$ cat config.mk
export PLATFORM = sky130hd
export DESIGN_NAME = gimbal_hat_and_button_controller
export DESIGN_NICKNAME = d
export VERILOG_FILES = /design/src/ghbc_pkg.sv /design/src/ghbc_div.sv /design/src/ghbc_dp.sv /design/src/ghbc_ctrl.sv /design/src/gimbal_hat_and_button_controller.sv
export SDC_FILE = /design/constraint.sdc
export NUM_CORES = 2
export LEC_CHECK = 0
export BUFFER_PORTS_ARGS = -buffer_cell sky130_fd_sc_hd__buf_4
export CELL_PAD_IN_SITES_DETAIL_PLACEMENT = 1
export CELL_PAD_IN_SITES_GLOBAL_PLACEMENT = 1
export CORE_UTILIZATION = 50
export CTS_CLUSTER_DIAMETER = 80
export DETAILED_ROUTE_END_ITERATION = 8
export PLACE_DENSITY = 0.88
export SYNTH_ARGS = -nofsm -noshare
export SYNTH_HDL_FRONTEND = slang
export SYNTH_HIERARCHICAL = 1
export SYNTH_SLANG_ARGS = --single-unit
$ cat constraint.sdc
create_clock -name aclk -period 10.9 [get_ports aclk]
set_input_delay 2.18 -clock aclk [delete_from_list [all_inputs] [get_ports aclk]]
set_output_delay 2.18 -clock aclk [all_outputs]
set_load 0.1 [all_outputs]
$ cat src/ghbc_pkg.sv
package ghbc_pkg;

    localparam int NUM_BUTTONS_DEF = 16;
    localparam int VALUE_WIDTH_DEF = 12;

    localparam int ACT_W    = 2;
    localparam int HAT_W    = 4;
    localparam int BTN_W    = 4;
    localparam int TIME_W   = 32;
    localparam int CH_W     = 12;
    localparam int MODE_W   = 2;
    localparam int SLOW_W   = 10;
    localparam int DIV_W    = 16;
    localparam int DIV_BITS = 2;

    localparam int CFG_IDX_W  = 3;
    localparam int CFG_DATA_W = 16;

    localparam logic [CFG_IDX_W-1:0] CFG_CENTER   = 3'd0;
    localparam logic [CFG_IDX_W-1:0] CFG_MIN      = 3'd1;
    localparam logic [CFG_IDX_W-1:0] CFG_MAX      = 3'd2;
    localparam logic [CFG_IDX_W-1:0] CFG_SLOW     = 3'd3;
    localparam logic [CFG_IDX_W-1:0] CFG_DIVIDER  = 3'd4;
    localparam logic [CFG_IDX_W-1:0] CFG_FAILSAFE = 3'd5;

    localparam int CENTER_RESET   = 1500;
    localparam int MIN_RESET      = 1000;
    localparam int MAX_RESET      = 2000;
    localparam int SLOW_RESET     = 5;
    localparam int DIVIDER_RESET  = 100;
    localparam int FAILSAFE_RESET = 1000;

    localparam logic [ACT_W-1:0] ACT_TICK    = 2'd0;
    localparam logic [ACT_W-1:0] ACT_HAT     = 2'd1;
    localparam logic [ACT_W-1:0] ACT_PRESS   = 2'd2;
    localparam logic [ACT_W-1:0] ACT_RELEASE = 2'd3;

    localparam logic [HAT_W-1:0] HAT_CENTER     = 4'd0;
    localparam logic [HAT_W-1:0] HAT_UP         = 4'd1;
    localparam logic [HAT_W-1:0] HAT_UP_RIGHT   = 4'd2;
    localparam logic [HAT_W-1:0] HAT_RIGHT      = 4'd3;
    localparam logic [HAT_W-1:0] HAT_DOWN_RIGHT = 4'd4;
    localparam logic [HAT_W-1:0] HAT_DOWN       = 4'd5;
    localparam logic [HAT_W-1:0] HAT_DOWN_LEFT  = 4'd6;
    localparam logic [HAT_W-1:0] HAT_LEFT       = 4'd7;
    localparam logic [HAT_W-1:0] HAT_UP_LEFT    = 4'd8;

    localparam logic [MODE_W-1:0] MODE_RAMP   = 2'd0;
    localparam logic [MODE_W-1:0] MODE_SLOW   = 2'd1;
    localparam logic [MODE_W-1:0] MODE_MINMAX = 2'd2;

    localparam logic [BTN_W-1:0] BTN_RECENTER    = 4'd1;
    localparam logic [BTN_W-1:0] BTN_MODE_MINMAX = 4'd3;
    localparam logic [BTN_W-1:0] BTN_MODE_SLOW   = 4'd4;
    localparam logic [BTN_W-1:0] BTN_MODE_RAMP   = 4'd5;
    localparam logic [BTN_W-1:0] BTN_AUTOCENTER  = 4'd6;
    localparam logic [BTN_W-1:0] BTN_FLIGHT_LO   = 4'd7;
    localparam logic [BTN_W-1:0] BTN_AUX_LO      = 4'd8;
    localparam logic [BTN_W-1:0] BTN_FLIGHT_MID  = 4'd9;
    localparam logic [BTN_W-1:0] BTN_AUX_MID     = 4'd10;
    localparam logic [BTN_W-1:0] BTN_FLIGHT_HI   = 4'd11;
    localparam logic [BTN_W-1:0] BTN_AUX_HI      = 4'd12;

    localparam logic [CH_W-1:0] CH_LO  = 12'd1000;
    localparam logic [CH_W-1:0] CH_MID = 12'd1500;
    localparam logic [CH_W-1:0] CH_HI  = 12'd2000;

    localparam logic [TIME_W-1:0] HOLD_MS = 32'd100;

    typedef struct packed {
        logic [ACT_W-1:0]  action;
        logic [HAT_W-1:0]  hat_dir;
        logic [BTN_W-1:0]  button_id;
        logic [TIME_W-1:0] now_ms;
    } in_t;

    typedef struct packed {
        logic [CH_W-1:0]   pitch_out;
        logic [CH_W-1:0]   yaw_out;
        logic [CH_W-1:0]   aux_channel;
        logic [CH_W-1:0]   flight_channel;
        logic [MODE_W-1:0] mode_out;
        logic              recenter_on;
    } out_t;

    typedef struct packed {
        logic load_in;
        logic div_start;
        logic div_yaw;
        logic cap_p;
        logic cap_y;
        logic commit;
    } cmd_t;

    typedef struct packed {
        logic [ACT_W-1:0] action;
        logic             div_done;
    } status_t;

endpackage

$ cat src/ghbc_div.sv
module ghbc_div (
    input  logic                        aclk,
    input  logic                        aresetn,
    input  logic                        start,
    input  logic [ghbc_pkg::TIME_W-1:0] dividend,
    input  logic [ghbc_pkg::DIV_W-1:0]  divisor,
    output logic                        done,
    output logic [ghbc_pkg::TIME_W-1:0] quotient
);

    localparam int TW    = ghbc_pkg::TIME_W;
    localparam int DW    = ghbc_pkg::DIV_W;
    localparam int STEPS = ghbc_pkg::TIME_W / ghbc_pkg::DIV_BITS;
    localparam int CNT_W = $clog2(STEPS);

    logic [TW-1:0]    quo_reg, quo_next;
    logic [DW-1:0]    rem_reg, rem_next;
    logic [DW-1:0]    dvs_reg, dvs_next;
    logic [CNT_W-1:0] cnt_reg, cnt_next;
    logic             busy_reg, busy_next;
    logic             done_reg, done_next;

    always_comb begin
        logic [DW:0]   trial;
        logic [DW-1:0] r;
        logic [TW-1:0] q;
        r         = rem_reg;
        q         = quo_reg;
        trial     = '0;
        quo_next  = quo_reg;
        rem_next  = rem_reg;
        dvs_next  = dvs_reg;
        cnt_next  = cnt_reg;
        busy_next = busy_reg;
        done_next = 1'b0;
        for (int i = 0; i < ghbc_pkg::DIV_BITS; i++) begin
            trial = {r, q[TW-1]};
            q     = {q[TW-2:0], 1'b0};
            if (trial >= {1'b0, dvs_reg}) begin
                trial = trial - {1'b0, dvs_reg};
                q[0]  = 1'b1;
            end
            r = trial[DW-1:0];
        end
        if (start) begin
            quo_next  = dividend;
            rem_next  = '0;
            dvs_next  = (divisor == '0) ? DW'(1) : divisor;
            cnt_next  = CNT_W'(STEPS - 1);
            busy_next = 1'b1;
        end else if (busy_reg) begin
            quo_next = q;
            rem_next = r;
            if (cnt_reg == '0) begin
                busy_next = 1'b0;
                done_next = 1'b1;
            end else begin
                cnt_next = cnt_reg - CNT_W'(1);
            end
        end
    end

    always_ff @(posedge aclk) begin
        if (!aresetn) begin
            busy_reg <= 1'b0;
            done_reg <= 1'b0;
            cnt_reg  <= '0;
        end else begin
            busy_reg <= busy_next;
            done_reg <= done_next;
            cnt_reg  <= cnt_next;
        end
    end

    always_ff @(posedge aclk) begin
        quo_reg <= quo_next;
        rem_reg <= rem_next;
        dvs_reg <= dvs_next;
    end

    assign done     = done_reg;
    assign quotient = quo_reg;

endmodule

$ cat src/ghbc_dp.sv
module ghbc_dp #(
    parameter int NUM_BUTTONS = ghbc_pkg::NUM_BUTTONS_DEF,
    parameter int VALUE_WIDTH = ghbc_pkg::VALUE_WIDTH_DEF
) (
    input  logic                            aclk,
    input  logic                            aresetn,
    input  logic                            cfg_wr_en,
    input  logic [ghbc_pkg::CFG_IDX_W-1:0]  cfg_index,
    input  logic [ghbc_pkg::CFG_DATA_W-1:0] cfg_wr_data,
    input  ghbc_pkg::in_t                   s_data,
    input  ghbc_pkg::cmd_t                  cmd,
    output ghbc_pkg::status_t               status,
    output ghbc_pkg::out_t                  m_data
);

    localparam int TW     = ghbc_pkg::TIME_W;
    localparam int CW     = ghbc_pkg::CH_W;
    localparam int VW     = VALUE_WIDTH;
    localparam int SUM_W  = ghbc_pkg::TIME_W + 1;
    localparam int PAD_W  = (VALUE_WIDTH > ghbc_pkg::CH_W) ? VALUE_WIDTH : ghbc_pkg::CH_W;
    localparam int DEPTH  = (NUM_BUTTONS < 16) ? NUM_BUTTONS : 16;
    localparam int IDX_W  = $clog2(DEPTH);
    localparam int VMAX_I = (1 << VALUE_WIDTH) - 1;
    localparam logic [SUM_W-1:0] VMAX_X = SUM_W'(VMAX_I);
    localparam logic [VW-1:0] CENTER_FIT =
        VW'((ghbc_pkg::CENTER_RESET > VMAX_I) ? VMAX_I : ghbc_pkg::CENTER_RESET);

    // configuration
    logic [CW-1:0]                   center_reg, min_reg, max_reg;
    logic [ghbc_pkg::SLOW_W-1:0]     slow_reg;
    logic [ghbc_pkg::DIV_W-1:0]      divider_reg;

    // block state
    logic [VW-1:0]                   pitch_reg, pitch_next;
    logic [VW-1:0]                   yaw_reg, yaw_next;
    logic [ghbc_pkg::MODE_W-1:0]     mode_reg, mode_next;
    logic                            ac_reg, ac_next;
    logic [ghbc_pkg::HAT_W-1:0]      hat_reg, hat_next;
    logic [TW-1:0]                   vert_reg, vert_next;
    logic [TW-1:0]                   horiz_reg, horiz_next;
    logic [CW-1:0]                   aux_reg, aux_next;
    logic [CW-1:0]                   flight_reg, flight_next;
    logic [DEPTH-1:0]                vld_reg, vld_next;

    // working registers
    ghbc_pkg::in_t                   in_reg;
    logic [TW-1:0]                   step_p_reg, step_y_reg;
    logic [TW-1:0]                   rd_reg;
    logic                            rd_vld_reg;
    ghbc_pkg::out_t                  out_reg, out_next;
    logic [TW-1:0]                   time_mem [DEPTH];

    logic [IDX_W-1:0]                idx;
    logic                            btn_ok;
    logic                            btn_wr;
    logic [TW-1:0]                   last_time;
    logic [TW-1:0]                   btn_elapsed;
    logic [ghbc_pkg::HAT_W-1:0]      hat_new;
    logic [TW-1:0]                   div_dividend;
    logic                            div_done;
    logic [TW-1:0]                   div_quotient;

    function automatic logic dir_up(input logic [ghbc_pkg::HAT_W-1:0] h);
        return h == ghbc_pkg::HAT_UP || h == ghbc_pkg::HAT_UP_RIGHT ||
               h == ghbc_pkg::HAT_UP_LEFT;
    endfunction

    function automatic logic dir_right(input logic [ghbc_pkg::HAT_W-1:0] h);
        return h == ghbc_pkg::HAT_UP_RIGHT || h == ghbc_pkg::HAT_RIGHT ||
               h == ghbc_pkg::HAT_DOWN_RIGHT;
    endfunction

    function automatic logic dir_down(input logic [ghbc_pkg::HAT_W-1:0] h);
        return h == ghbc_pkg::HAT_DOWN_RIGHT || h == ghbc_pkg::HAT_DOWN ||
               h == ghbc_pkg::HAT_DOWN_LEFT;
    endfunction

    function automatic logic dir_left(input logic [ghbc_pkg::HAT_W-1:0] h);
        return h == ghbc_pkg::HAT_DOWN_LEFT || h == ghbc_pkg::HAT_LEFT ||
               h == ghbc_pkg::HAT_UP_LEFT;
    endfunction

    function automatic logic [VW-1:0] fit(input logic [SUM_W-1:0] r);
        return (r > VMAX_X) ? VW'(VMAX_I) : r[VW-1:0];
    endfunction

    function automatic logic [CW-1:0] to_ch(input logic [VW-1:0] v);
        logic [PAD_W-1:0] t;
        t = PAD_W'(v);
        return t[CW-1:0];
    endfunction

    function automatic logic [VW-1:0] move_axis(input logic [VW-1:0] v,
                                                input logic inc,
                                                input logic dec,
                                                input logic [TW-1:0] ramp_step);
        logic [SUM_W-1:0] vx, cx, mnx, mxx, stp, sum, res;
        vx  = SUM_W'(v);
        cx  = SUM_W'(center_reg);
        mnx = SUM_W'(min_reg);
        mxx = SUM_W'(max_reg);
        stp = (mode_reg == ghbc_pkg::MODE_SLOW) ? SUM_W'(slow_reg) : SUM_W'(ramp_step);
        sum = vx + stp;
        res = vx;
        case (mode_reg)
            ghbc_pkg::MODE_RAMP, ghbc_pkg::MODE_SLOW: begin
                if (inc) begin
                    res = (sum > mxx) ? mxx : sum;
                end else if (dec) begin
                    res = (vx < stp + mnx) ? mnx : vx - stp;
                end else if (ac_reg) begin
                    if (mode_reg == ghbc_pkg::MODE_RAMP) begin
                        if (vx > cx) begin
                            res = vx - ((vx - cx) >> 2);
                        end else if (vx < cx) begin
                            res = vx + ((cx - vx) >> 2);
                        end
                    end else begin
                        // above center a step that would cross center is undone; below center the full step is taken
                        if (vx > cx) begin
                            res = (vx < cx + stp) ? vx : vx - stp;
                        end else if (vx < cx) begin
                            res = sum;
                        end
                    end
                end
            end
            ghbc_pkg::MODE_MINMAX: begin
                if (inc) begin
                    res = mxx;
                end else if (dec) begin
                    res = mnx;
                end else if (ac_reg) begin
                    res = cx;
                end
            end
            default: begin
                res = vx;
            end
        endcase
        return fit(res);
    endfunction

    ghbc_div u_div (
        .aclk     (aclk),
        .aresetn  (aresetn),
        .start    (cmd.div_start),
        .dividend (div_dividend),
        .divisor  (divider_reg),
        .done     (div_done),
        .quotient (div_quotient)
    );

    assign div_dividend = in_reg.now_ms - (cmd.div_yaw ? horiz_reg : vert_reg);

    assign idx         = in_reg.button_id[IDX_W-1:0];
    assign btn_ok      = 32'(in_reg.button_id) < NUM_BUTTONS;
    assign btn_wr      = cmd.commit && btn_ok &&
                         (in_reg.action == ghbc_pkg::ACT_PRESS ||
                          in_reg.action == ghbc_pkg::ACT_RELEASE);
    assign last_time   = rd_vld_reg ? rd_reg : '0;
    assign btn_elapsed = in_reg.now_ms - last_time;
    assign hat_new     = (in_reg.hat_dir > ghbc_pkg::HAT_UP_LEFT) ? ghbc_pkg::HAT_CENTER
                                                                  : in_reg.hat_dir;

    always_comb begin
        pitch_next  = pitch_reg;
        yaw_next    = yaw_reg;
        mode_next   = mode_reg;
        ac_next     = ac_reg;
        hat_next    = hat_reg;
        vert_next   = vert_reg;
        horiz_next  = horiz_reg;
        aux_next    = aux_reg;
        flight_next = flight_reg;
        vld_next    = vld_reg;
        if (btn_wr) begin
            vld_next[idx] = 1'b1;
        end
        if (cmd.commit) begin
            case (in_reg.action)
                ghbc_pkg::ACT_TICK: begin
                    pitch_next = move_axis(pitch_reg, dir_up(hat_reg), dir_down(hat_reg),
                                           step_p_reg);
                    yaw_next   = move_axis(yaw_reg, dir_right(hat_reg), dir_left(hat_reg),
                                           step_y_reg);
                end
                ghbc_pkg::ACT_HAT: begin
                    if (dir_up(hat_new) || dir_down(hat_new)) begin
                        vert_next = in_reg.now_ms;
                    end
                    if (dir_left(hat_new) || dir_right(hat_new)) begin
                        horiz_next = in_reg.now_ms;
                    end
                    if (hat_new == ghbc_pkg::HAT_CENTER) begin
                        vert_next  = '0;
                        horiz_next = '0;
                    end
                    hat_next = hat_new;
                end
                ghbc_pkg::ACT_PRESS, ghbc_pkg::ACT_RELEASE: begin
                    if (btn_ok && in_reg.action == ghbc_pkg::ACT_RELEASE &&
                        btn_elapsed > ghbc_pkg::HOLD_MS) begin
                        case (in_reg.button_id)
                            ghbc_pkg::BTN_AUX_LO:      aux_next    = ghbc_pkg::CH_LO;
                            ghbc_pkg::BTN_AUX_MID:     aux_next    = ghbc_pkg::CH_MID;
                            ghbc_pkg::BTN_AUX_HI:      aux_next    = ghbc_pkg::CH_HI;
                            ghbc_pkg::BTN_FLIGHT_LO:   flight_next = ghbc_pkg::CH_LO;
                            ghbc_pkg::BTN_FLIGHT_MID:  flight_next = ghbc_pkg::CH_MID;
                            ghbc_pkg::BTN_FLIGHT_HI:   flight_next = ghbc_pkg::CH_HI;
                            ghbc_pkg::BTN_RECENTER: begin
                                pitch_next = fit(SUM_W'(center_reg));
                                yaw_next   = fit(SUM_W'(center_reg));
                            end
                            ghbc_pkg::BTN_AUTOCENTER:  ac_next   = ~ac_reg;
                            ghbc_pkg::BTN_MODE_RAMP:   mode_next = ghbc_pkg::MODE_RAMP;
                            ghbc_pkg::BTN_MODE_SLOW:   mode_next = ghbc_pkg::MODE_SLOW;
                            ghbc_pkg::BTN_MODE_MINMAX: mode_next = ghbc_pkg::MODE_MINMAX;
                            default: begin
                            end
                        endcase
                    end
                end
                default: begin
                end
            endcase
        end
        out_next                = out_reg;
        out_next.pitch_out      = to_ch(pitch_next);
        out_next.yaw_out        = to_ch(yaw_next);
        out_next.aux_channel    = aux_next;
        out_next.flight_channel = flight_next;
        out_next.mode_out       = mode_next;
        out_next.recenter_on    = ac_next;
    end

    always_ff @(posedge aclk) begin
        if (!aresetn) begin
            center_reg  <= CW'(ghbc_pkg::CENTER_RESET);
            min_reg     <= CW'(ghbc_pkg::MIN_RESET);
            max_reg     <= CW'(ghbc_pkg::MAX_RESET);
            slow_reg    <= ghbc_pkg::SLOW_W'(ghbc_pkg::SLOW_RESET);
            divider_reg <= ghbc_pkg::DIV_W'(ghbc_pkg::DIVIDER_RESET);
        end else if (cfg_wr_en) begin
            case (cfg_index)
                ghbc_pkg::CFG_CENTER:  center_reg  <= cfg_wr_data[CW-1:0];
                ghbc_pkg::CFG_MIN:     min_reg     <= cfg_wr_data[CW-1:0];
                ghbc_pkg::CFG_MAX:     max_reg     <= cfg_wr_data[CW-1:0];
                ghbc_pkg::CFG_SLOW:    slow_reg    <= cfg_wr_data[ghbc_pkg::SLOW_W-1:0];
                ghbc_pkg::CFG_DIVIDER: divider_reg <= cfg_wr_data[ghbc_pkg::DIV_W-1:0];
                // fail-safe writes are ignored; the channels reset to FAILSAFE_RESET
                ghbc_pkg::CFG_FAILSAFE: begin
                end
                default: begin
                end
            endcase
        end
    end

    always_ff @(posedge aclk) begin
        if (!aresetn) begin
            pitch_reg  <= CENTER_FIT;
            yaw_reg    <= CENTER_FIT;
            mode_reg   <= ghbc_pkg::MODE_RAMP;
            ac_reg     <= 1'b0;
            hat_reg    <= ghbc_pkg::HAT_CENTER;
            vert_reg   <= '0;
            horiz_reg  <= '0;
            aux_reg    <= CW'(ghbc_pkg::FAILSAFE_RESET);
            flight_reg <= CW'(ghbc_pkg::FAILSAFE_RESET);
            vld_reg    <= '0;
        end else begin
            pitch_reg  <= pitch_next;
            yaw_reg    <= yaw_next;
            mode_reg   <= mode_next;
            ac_reg     <= ac_next;
            hat_reg    <= hat_next;
            vert_reg   <= vert_next;
            horiz_reg  <= horiz_next;
            aux_reg    <= aux_next;
            flight_reg <= flight_next;
            vld_reg    <= vld_next;
        end
    end

    always_ff @(posedge aclk) begin
        if (cmd.load_in) begin
            in_reg <= s_data;
        end
        if (cmd.cap_p) begin
            step_p_reg <= div_quotient;
        end
        if (cmd.cap_y) begin
            step_y_reg <= div_quotient;
        end
        if (cmd.commit) begin
            out_reg <= out_next;
        end
    end

    // button time store
    always_ff @(posedge aclk) begin
        if (btn_wr) begin
            time_mem[idx] <= in_reg.now_ms;
        end
        rd_reg     <= time_mem[idx];
        rd_vld_reg <= vld_reg[idx];
    end

    assign status.action   = in_reg.action;
    assign status.div_done = div_done;
    assign m_data          = out_reg;

endmodule

$ cat src/ghbc_ctrl.sv
module ghbc_ctrl (
    input  logic              aclk,
    input  logic              aresetn,
    input  logic              s_valid,
    output logic              s_ready,
    output logic              m_valid,
    input  logic              m_ready,
    input  ghbc_pkg::status_t status,
    output ghbc_pkg::cmd_t    cmd
);

    localparam logic [2:0] ST_IDLE   = 3'd0;
    localparam logic [2:0] ST_DECODE = 3'd1;
    localparam logic [2:0] ST_DIV_P  = 3'd2;
    localparam logic [2:0] ST_DIV_Y  = 3'd3;
    localparam logic [2:0] ST_COMMIT = 3'd4;

    logic [2:0] state_reg, state_next;
    logic       m_valid_reg, m_valid_next;
    logic       out_free;

    assign out_free = !m_valid_reg || m_ready;

    always_comb begin
        state_next   = state_reg;
        m_valid_next = m_valid_reg && !m_ready;
        cmd          = '0;
        case (state_reg)
            ST_IDLE: begin
                if (s_valid) begin
                    cmd.load_in = 1'b1;
                    state_next  = ST_DECODE;
                end
            end
            ST_DECODE: begin
                if (status.action == ghbc_pkg::ACT_TICK) begin
                    cmd.div_start = 1'b1;
                    state_next    = ST_DIV_P;
                end else begin
                    state_next = ST_COMMIT;
                end
            end
            ST_DIV_P: begin
                if (status.div_done) begin
                    cmd.cap_p     = 1'b1;
                    cmd.div_start = 1'b1;
                    cmd.div_yaw   = 1'b1;
                    state_next    = ST_DIV_Y;
                end
            end
            ST_DIV_Y: begin
                if (status.div_done) begin
                    cmd.cap_y  = 1'b1;
                    state_next = ST_COMMIT;
                end
            end
            ST_COMMIT: begin
                if (out_free) begin
                    cmd.commit   = 1'b1;
                    m_valid_next = 1'b1;
                    state_next   = ST_IDLE;
                end
            end
            default: begin
                state_next = ST_IDLE;
            end
        endcase
    end

    always_ff @(posedge aclk) begin
        if (!aresetn) begin
            state_reg   <= ST_IDLE;
            m_valid_reg <= 1'b0;
        end else begin
            state_reg   <= state_next;
            m_valid_reg <= m_valid_next;
        end
    end

    assign s_ready = (state_reg == ST_IDLE);
    assign m_valid = m_valid_reg;

endmodule

$ cat src/gimbal_hat_and_button_controller.sv
// Camera gimbal control from joystick hat and button transactions. Each input
// transaction yields exactly one result transaction carrying pitch, yaw, both
// mode channels, camera mode and auto-center state after that event. For a
// tick the ramp step of each axis comes from one shared iterative 32/16
// divider that retires two quotient bits per cycle (pitch then yaw), and the
// divide runs on every tick whatever the mode; hat and button transactions
// skip it. Input is accepted again in the cycle after a result is loaded,
// also while that result waits in the output register; a result still
// waiting when the next one is ready holds it back until the first is taken.
// Configuration writes are taken in any cycle but must only be issued while
// the block is idle.
module gimbal_hat_and_button_controller #(
    parameter int NUM_BUTTONS = ghbc_pkg::NUM_BUTTONS_DEF,
    parameter int VALUE_WIDTH = ghbc_pkg::VALUE_WIDTH_DEF
) (
    input  logic                            aclk,
    input  logic                            aresetn,
    input  logic                            cfg_wr_en,
    input  logic [ghbc_pkg::CFG_IDX_W-1:0]  cfg_index,
    input  logic [ghbc_pkg::CFG_DATA_W-1:0] cfg_wr_data,
    input  logic                            s_valid,
    output logic                            s_ready,
    input  ghbc_pkg::in_t                   s_data,
    output logic                            m_valid,
    input  logic                            m_ready,
    output ghbc_pkg::out_t                  m_data
);

    ghbc_pkg::cmd_t    cmd;
    ghbc_pkg::status_t status;

    ghbc_ctrl u_ctrl (
        .aclk    (aclk),
        .aresetn (aresetn),
        .s_valid (s_valid),
        .s_ready (s_ready),
        .m_valid (m_valid),
        .m_ready (m_ready),
        .status  (status),
        .cmd     (cmd)
    );

    ghbc_dp #(
        .NUM_BUTTONS (NUM_BUTTONS),
        .VALUE_WIDTH (VALUE_WIDTH)
    ) u_dp (
        .aclk        (aclk),
        .aresetn     (aresetn),
        .cfg_wr_en   (cfg_wr_en),
        .cfg_index   (cfg_index),
        .cfg_wr_data (cfg_wr_data),
        .s_data      (s_data),
        .cmd         (cmd),
        .status      (status),
        .m_data      (m_data)
    );

endmodule

=== Word-level counts from Yosys, hierarchy flattened ===
Memories as Yosys holds them, arrays and structs flattened. A register that Yosys moved wholly into a read port is not among the register bits.
Index checks and enable logic that the tools add are counted.

* Bits in registers: 429
* Bits in writable memories: 512
* Input port bits: 66
* Output and inout port bits: 53
* Word-level logic and storage cells: 280
* Memories: 1

{| class="wikitable"
|+ Memory list
! name !! words !! bits a word !! read ports !! clocked after memory_dff !! write ports !! line !! source
|-
| u_dp.time_mem || 16 || 32 || 1 || 1 || 1 || ghbc_dp.sv:51 || <nowiki>logic [TW-1:0] time_mem [DEPTH];</nowiki>
|}

* Add/sub/neg operators: 21
* Magnitude comparators: 18
* Eq/ne operators: 45
* Multiplexer cells: 106
* Bitwise operators: 4
* Reductions and logical operators: 49

{| class="wikitable"
|+ Operators with widths
! cell !! count
|-
| $mux 33 || 30
|-
| $mux 32 || 10
|-
| $mux 12 || 16
|-
| $add 12x33->33 || 4
|-
| $lt 12x33->1 || 4
|-
| $pmux 33 s2 || 2
|-
| $pmux 12 s3 || 2
|-
| $add 33x12->33 || 2
|-
| $gt 33x12->1 || 2
|-
| $gt 33x12->1 const B || 2
|-
| $sub 12x33->33 || 2
|-
| $add 12x31->32 || 2
|-
| $sub 12x31->32 || 2
|-
| $sub 32x32->32 || 2
|-
| $sub 12x12->13 || 4
|-
| $eq 4x3->1 const B || 12
|-
| $pmux 12 s2 || 2
|-
| $ge 17x16->1 || 2
|-
| $gt 32x7->1 const B || 1
|-
| $mux 16 || 2
|-
| $sub 16x16->16 || 2
|-
| $eq 4x4->1 const B || 7
|-
| $gt 12x12->1 || 2
|-
| $lt 12x12->1 || 2
|-
| other kinds (37) || 125
|}

=== Depth between registers and ports, before layout ===
* Word-level depth: 17
* Gate-level depth with buffers: 38
* Mapped depth without buffers: 31

=== Cells and area by module ===
Netlist, hierarchy kept.

{| class="wikitable"
|+ By module, submodules not included
! module !! times used !! cells an instance !! area each (µm²) !! sequential area each (µm²)
|-
| ghbc_dp || 1 || 5220 || 54803.8 || 24693.7
|-
| ghbc_div || 1 || 459 || 4715.8 || 1881.8
|-
| ghbc_ctrl || 1 || 35 || 274.0 || 80.1
|}

=== Worst setup path after synthesis ===
No wires, ideal clock.

* Kind: flip-flop to flip-flop
* From: register u_dp/mode_reg[1] (netlist name)
* To: register u_dp.out_reg, in the netlist u_dp/m_data[30] (data pin)
* Setup time: 0.268 ns
* Arrival time: 7.353 ns
* Required time: 10.632 ns
* Setup slack: 3.279 ns
* Stages on the path, launching flop included: 33
* Buffers on the path: 11
* Period minus slack after synthesis: 7.621 ns
* Cell sequence: dfxtp_1 nand2b_1 buf_2 buf_2 buf_4 buf_2 buf_2 buf_2 buf_1 clkbuf_1 buf_1 nand2_1 nand2_1 ha_1 clkbuf_1 a2111oi_0 o21ai_0 a31o_2 a21oi_1 xnor2_1 ha_1 or4_1 a2111oi_0 o22ai_1 a221o_1 nor4bb_1 nand4b_1 clkbuf_1 mux2_2 a221oi_1 nor2_1 a41oi_1 nand3_1

* Word-level cells in the longest chain between the ends: 17
* Elaborated cells on any way between the ends: 28
* Those cells by class: 4 x add/sub; 4 x order compare; 2 x eq/ne; 16 x mux; 2 x reduce/logical

{| class="wikitable"
|+ Ends and longest elaborated chain
! what !! line !! source
|-
| start: declaration || ghbc_dp.sv:36 || <nowiki>logic [ghbc_pkg::MODE_W-1:0] mode_reg, mode_next;</nowiki>
|-
| start signal: assignment || ghbc_dp.sv:264 || <nowiki>mode_reg <= ghbc_pkg::MODE_RAMP;</nowiki>
|-
| start signal: assignment || ghbc_dp.sv:275 || <nowiki>mode_reg <= mode_next;</nowiki>
|-
| $eq 2x1->1 || ghbc_dp.sv:102, ghbc_dp.sv:105 ||
|-
| $mux 32 || ghbc_dp.sv:102 || <nowiki>stp = (mode_reg == ghbc_pkg::MODE_SLOW) ? SUM_W'(slow_reg) : SUM_W'(ramp_step);</nowiki>
|-
| $add 12x33->33 || ghbc_dp.sv:121 || <nowiki>res = (vx < cx + stp) ? vx : vx - stp;</nowiki>
|-
| $lt 12x33->1 || ghbc_dp.sv:121 ||
|-
| $mux 33 || ghbc_dp.sv:121 ||
|-
| $mux 33 || ghbc_dp.sv:120 || <nowiki>if (vx > cx) begin</nowiki>
|-
| $mux 33 || ghbc_dp.sv:112 || <nowiki>if (mode_reg == ghbc_pkg::MODE_RAMP) begin</nowiki>
|-
| $mux 33 || ghbc_dp.sv:111 || <nowiki>end else if (ac_reg) begin</nowiki>
|-
| (+2 left out) || -- ||
|-
| $pmux 33 s2 * || ghbc_dp.sv:105 || <nowiki>case (mode_reg)</nowiki>
|-
| $mux 33 * || ghbc_dp.sv:181 || <nowiki>case (in_reg.action)</nowiki>
|-
| $mux 33 * || ghbc_dp.sv:180 || <nowiki>if (cmd.commit) begin</nowiki>
|-
| $gt 33x12->1 || ghbc_dp.sv:84 || <nowiki>return (r > VMAX_X) ? VW'(VMAX_I) : r[VW-1:0];</nowiki>
|-
| $mux 12 * || ghbc_dp.sv:84 ||
|-
| $pmux 12 s2 * || ghbc_dp.sv:181 ||
|-
| $mux 12 * || ghbc_dp.sv:180 ||
|-
| net u_dp.yaw_next[3] || ghbc_dp.sv:35 || <nowiki>logic [VW-1:0] yaw_reg, yaw_next;</nowiki>
|-
| end signal: assignment || ghbc_dp.sv:297 || <nowiki>out_reg <= out_next;</nowiki>
|-
| end: declaration || ghbc_dp.sv:50 || <nowiki>ghbc_pkg::out_t out_reg, out_next;</nowiki>
|}

Mark *: on every way through the listed nets, which the timed path passes. The rest lies on a longest branch. The select of a mux whose other input is x is not followed.
A chain may end at the register's enable or synchronous reset.

=== Worst setup path in the final report ===
* From: register u_dp/mode_reg[1] (netlist name)
* To: register u_dp.yaw_reg[1]

* Word-level cells in the longest chain between the ends: 17
* Elaborated cells on any way between the ends: 28
* Those cells by class: 4 x add/sub; 4 x order compare; 2 x eq/ne; 16 x mux; 2 x reduce/logical

{| class="wikitable"
|+ Ends and longest elaborated chain
! what !! line !! source
|-
| $eq 2x1->1 || ghbc_dp.sv:102, ghbc_dp.sv:105 ||
|-
| $mux 32 || ghbc_dp.sv:102 ||
|-
| $add 12x33->33 || ghbc_dp.sv:121 ||
|-
| $lt 12x33->1 || ghbc_dp.sv:121 ||
|-
| $mux 33 || ghbc_dp.sv:121 ||
|-
| $mux 33 || ghbc_dp.sv:120 ||
|-
| $mux 33 || ghbc_dp.sv:112 ||
|-
| $mux 33 || ghbc_dp.sv:111 ||
|-
| (+2 left out) || -- ||
|-
| $pmux 33 s2 * || ghbc_dp.sv:105 ||
|-
| $mux 33 * || ghbc_dp.sv:181 ||
|-
| $mux 33 * || ghbc_dp.sv:180 ||
|-
| $gt 33x12->1 || ghbc_dp.sv:84 ||
|-
| $mux 12 * || ghbc_dp.sv:84 ||
|-
| $pmux 12 s2 * || ghbc_dp.sv:181 ||
|-
| $mux 12 * || ghbc_dp.sv:180 ||
|-
| net u_dp.yaw_next[1] || ghbc_dp.sv:35 ||
|-
| end signal: assignment || ghbc_dp.sv:274 || <nowiki>yaw_reg <= yaw_next;</nowiki>
|-
| end: declaration || ghbc_dp.sv:35 ||
|}

Marks and branches as above.

==> run metrics <==
Max FO, Critical Path=43; post-synth top area share=36.0%; crit-path leading delay family=simple AND/OR/NAND/NOR gates; Primary FF master, synth=edfxtp_1; max cap viols=0; CTS tree=yes; post-DR wirelength/cell=31.7 µm; final critical-path required period=7.70 ns; Reg area=0.0267 mm²; vias post-DR=51600; drt drc=0; CP Capture Type=register; multi-input logic area=0.0313 mm²; Hold Path Class=reg -> reg; GRT Total Usage=37.8%; clk root buf=clkbuf_16; status=finished clean; Finish-stage setup viols=0; post-synthesis mux area share=9.14%; grt ovf=0; # IOs=119; worst-margin pin slew=1.23 ns; vias per inst=7.00; max FFs per register=512; CTS Buf Count=103; fillcell total=12600; critical path type=reg -> reg; Yosys Warn Count=6; top cells by area, synth=edfxtp_1 36%, dfxtp_1 8.6%, ha_1 8.0%; largest net degree at the start of global routing=89; total power draw=10.7 mW; Max-slew headroom=17.8%; maximum vdd drop=161 µV; Yosys reg bits=973; asr flop ratio synth=0%; fin nets=6208; Area growth, synth to finish=10.4%; Leak=23.8 nW; CTS Buffer Depth=3; post-synthesis simple-gate area fraction=14.6%; top cells by instance count after synthesis=717 x edfxtp_1, 590 x nand2_1, 404 x a21oi_1; Seq/Total Area, Yosys=44.6%; full die area=0.121 mm²; Port-buffer cells=118; Synth cell types=114; drt pass-1 iters=6; Initial Utilization=50.6%; unrepaired setup endpoints after global routing=false; Post-Synthesis Cells=5714; vias in the first global route=52500; CTS clk-pin slew, worst paths=0.06 ns; Final Max Slew Viols=0; post-synth top area cell=edfxtp_1; Util after Layout=55.8%; CP max-delay cell=nor3_2; Synth Area in Compound Gates=16.4%; final hold violation count=0; num rows=126; final hold slack=0.433 ns; clock sinks=973; Post-Syn Area=0.0598 mm²; cell mode on critical path=a21oi_1; global-route wire length before repair=343000 µm; HPWL after detailed placement=156000 µm; height of the die=348 µm; setup_tns=0 ns; crit start category=register; initial DRC count=6111; most frequent cell after synthesis=edfxtp_1; Post-CTS Hold Buffers=0; XOR/XNOR share of the synthesized area=3.46%; post_cts resized=0; final std cells w/o fill=7375; initial antenna violation count=6; largest family of logic cells by synthesized area=compound AO/OA/AOI/OAI gates; critical path's largest stage delay=0.96 ns; Die X=348 µm; power per cell area=162 mW/mm²; Post-Synth Adder-Cell Area=8.51%; clock skew=0.0838 ns; Synthesized Nets=6177; Mean Syn Cell Area=10.5 µm²; core footprint=0.118 mm²; fmax=130 MHz; WP data arrival=8.29 ns; Placed Cells=7176; share of layout cells above drive strength 1=12.6%; WP data required=11.49 ns; CTS H-tree lvls=3; Buf/Inv on CP=2; GP Congestion=1.02; EDFF count, synth=717; Worst-Skew Late Latency=0.75 ns; setup bufs post-CTS=0; crit share post-route=70.6%; remaining antenna violation count=0; drt total wl=234000 µm
-- final cells by class --
type	instances	share of cell area, %
Clock buffer	132	4.19
Inverter	200	1.14
Sequential cell	973	40.4
Antenna cell	3	0.0114
Multi-Input combinational cell	4229	47.4
Timing Repair Buffer	238	2.71
Tap cell	1536	2.91
Clock inverter	64	1.24
-- cell usage in the layout (no fill, tap or decap), types with 61 or more instances in the layout --
master / count
mux2i_1: 114
nand2b_1: 67
a211oi_1: 77
mux4_2: 165
inv_1: 195
clkbuf_16: 104
o21ai_0: 248
nand2_1: 590
nor2b_1: 61
o211ai_1: 84
a21o_1: 83
dfxtp_1: 254
ha_1: 381
edfxtp_1: 717
a21oi_1: 401
nand3_1: 193
nor3_1: 119
xor2_1: 88
o21a_1: 65
buf_4: 238
xnor2_1: 147
nor2_1: 366
-- final timing paths --
kind / startpoint / endpoint / slack, ns / cells past startpoint
worst max register to register: u_dp/mode_reg[1] / u_dp/yaw_reg[1] / 3.20 / 27
worst min register to register: u_dp/flight_reg[6] / u_dp/flight_reg[6] / 0.43 / 1
worst max-delay path: u_dp/mode_reg[1] / u_dp/yaw_reg[1] / 3.20 / 27
worst min-delay path: u_dp/flight_reg[6] / u_dp/flight_reg[6] / 0.43 / 1
-- cells by family (layout without fill, tap and decap cells) --
group           count (synthesis)  count (layout)
compound gates               1458            1458
fa+ha+maj                     397             397
mux                           333             333
simple gates                 1805            1805
xor+xnor                      236             236
other cells                     0               3
flops                         973             973
buf+inv                       512             634
-- through the flow --
| step | cell area, µm² | setup slack [ns] |
|---|---|---|
| floorplan | 59800 | 3.28 |
| global placement | 62400 | 3.56 |
| detailed placement | 62400 | 3.34 |
| CTS | 66000 | 3.31 |
| global route | 66000 | 2.78 |
| finish | 66000 | 3.20 |
-- power by group --
part | switching [mW] | internal, mW | total, mW
logic | 1.71 | 1.05 | 2.75
registers | 0.0989 | 4.06 | 4.16
clock network | 1.66 | 2.11 | 3.77
-- layer usage --
| layer | part of all wire (%) | track usage [%] |
|---|---|---|
| met2 | 46 | 61.0 |
| met1 | 37 | 47.3 |
| met3 | 9.8 | 7.60 |
| met4 | 6.7 | 21.4 |
| met5 | 0.019 | 0 |
Power figures use the tool's default switching activity.
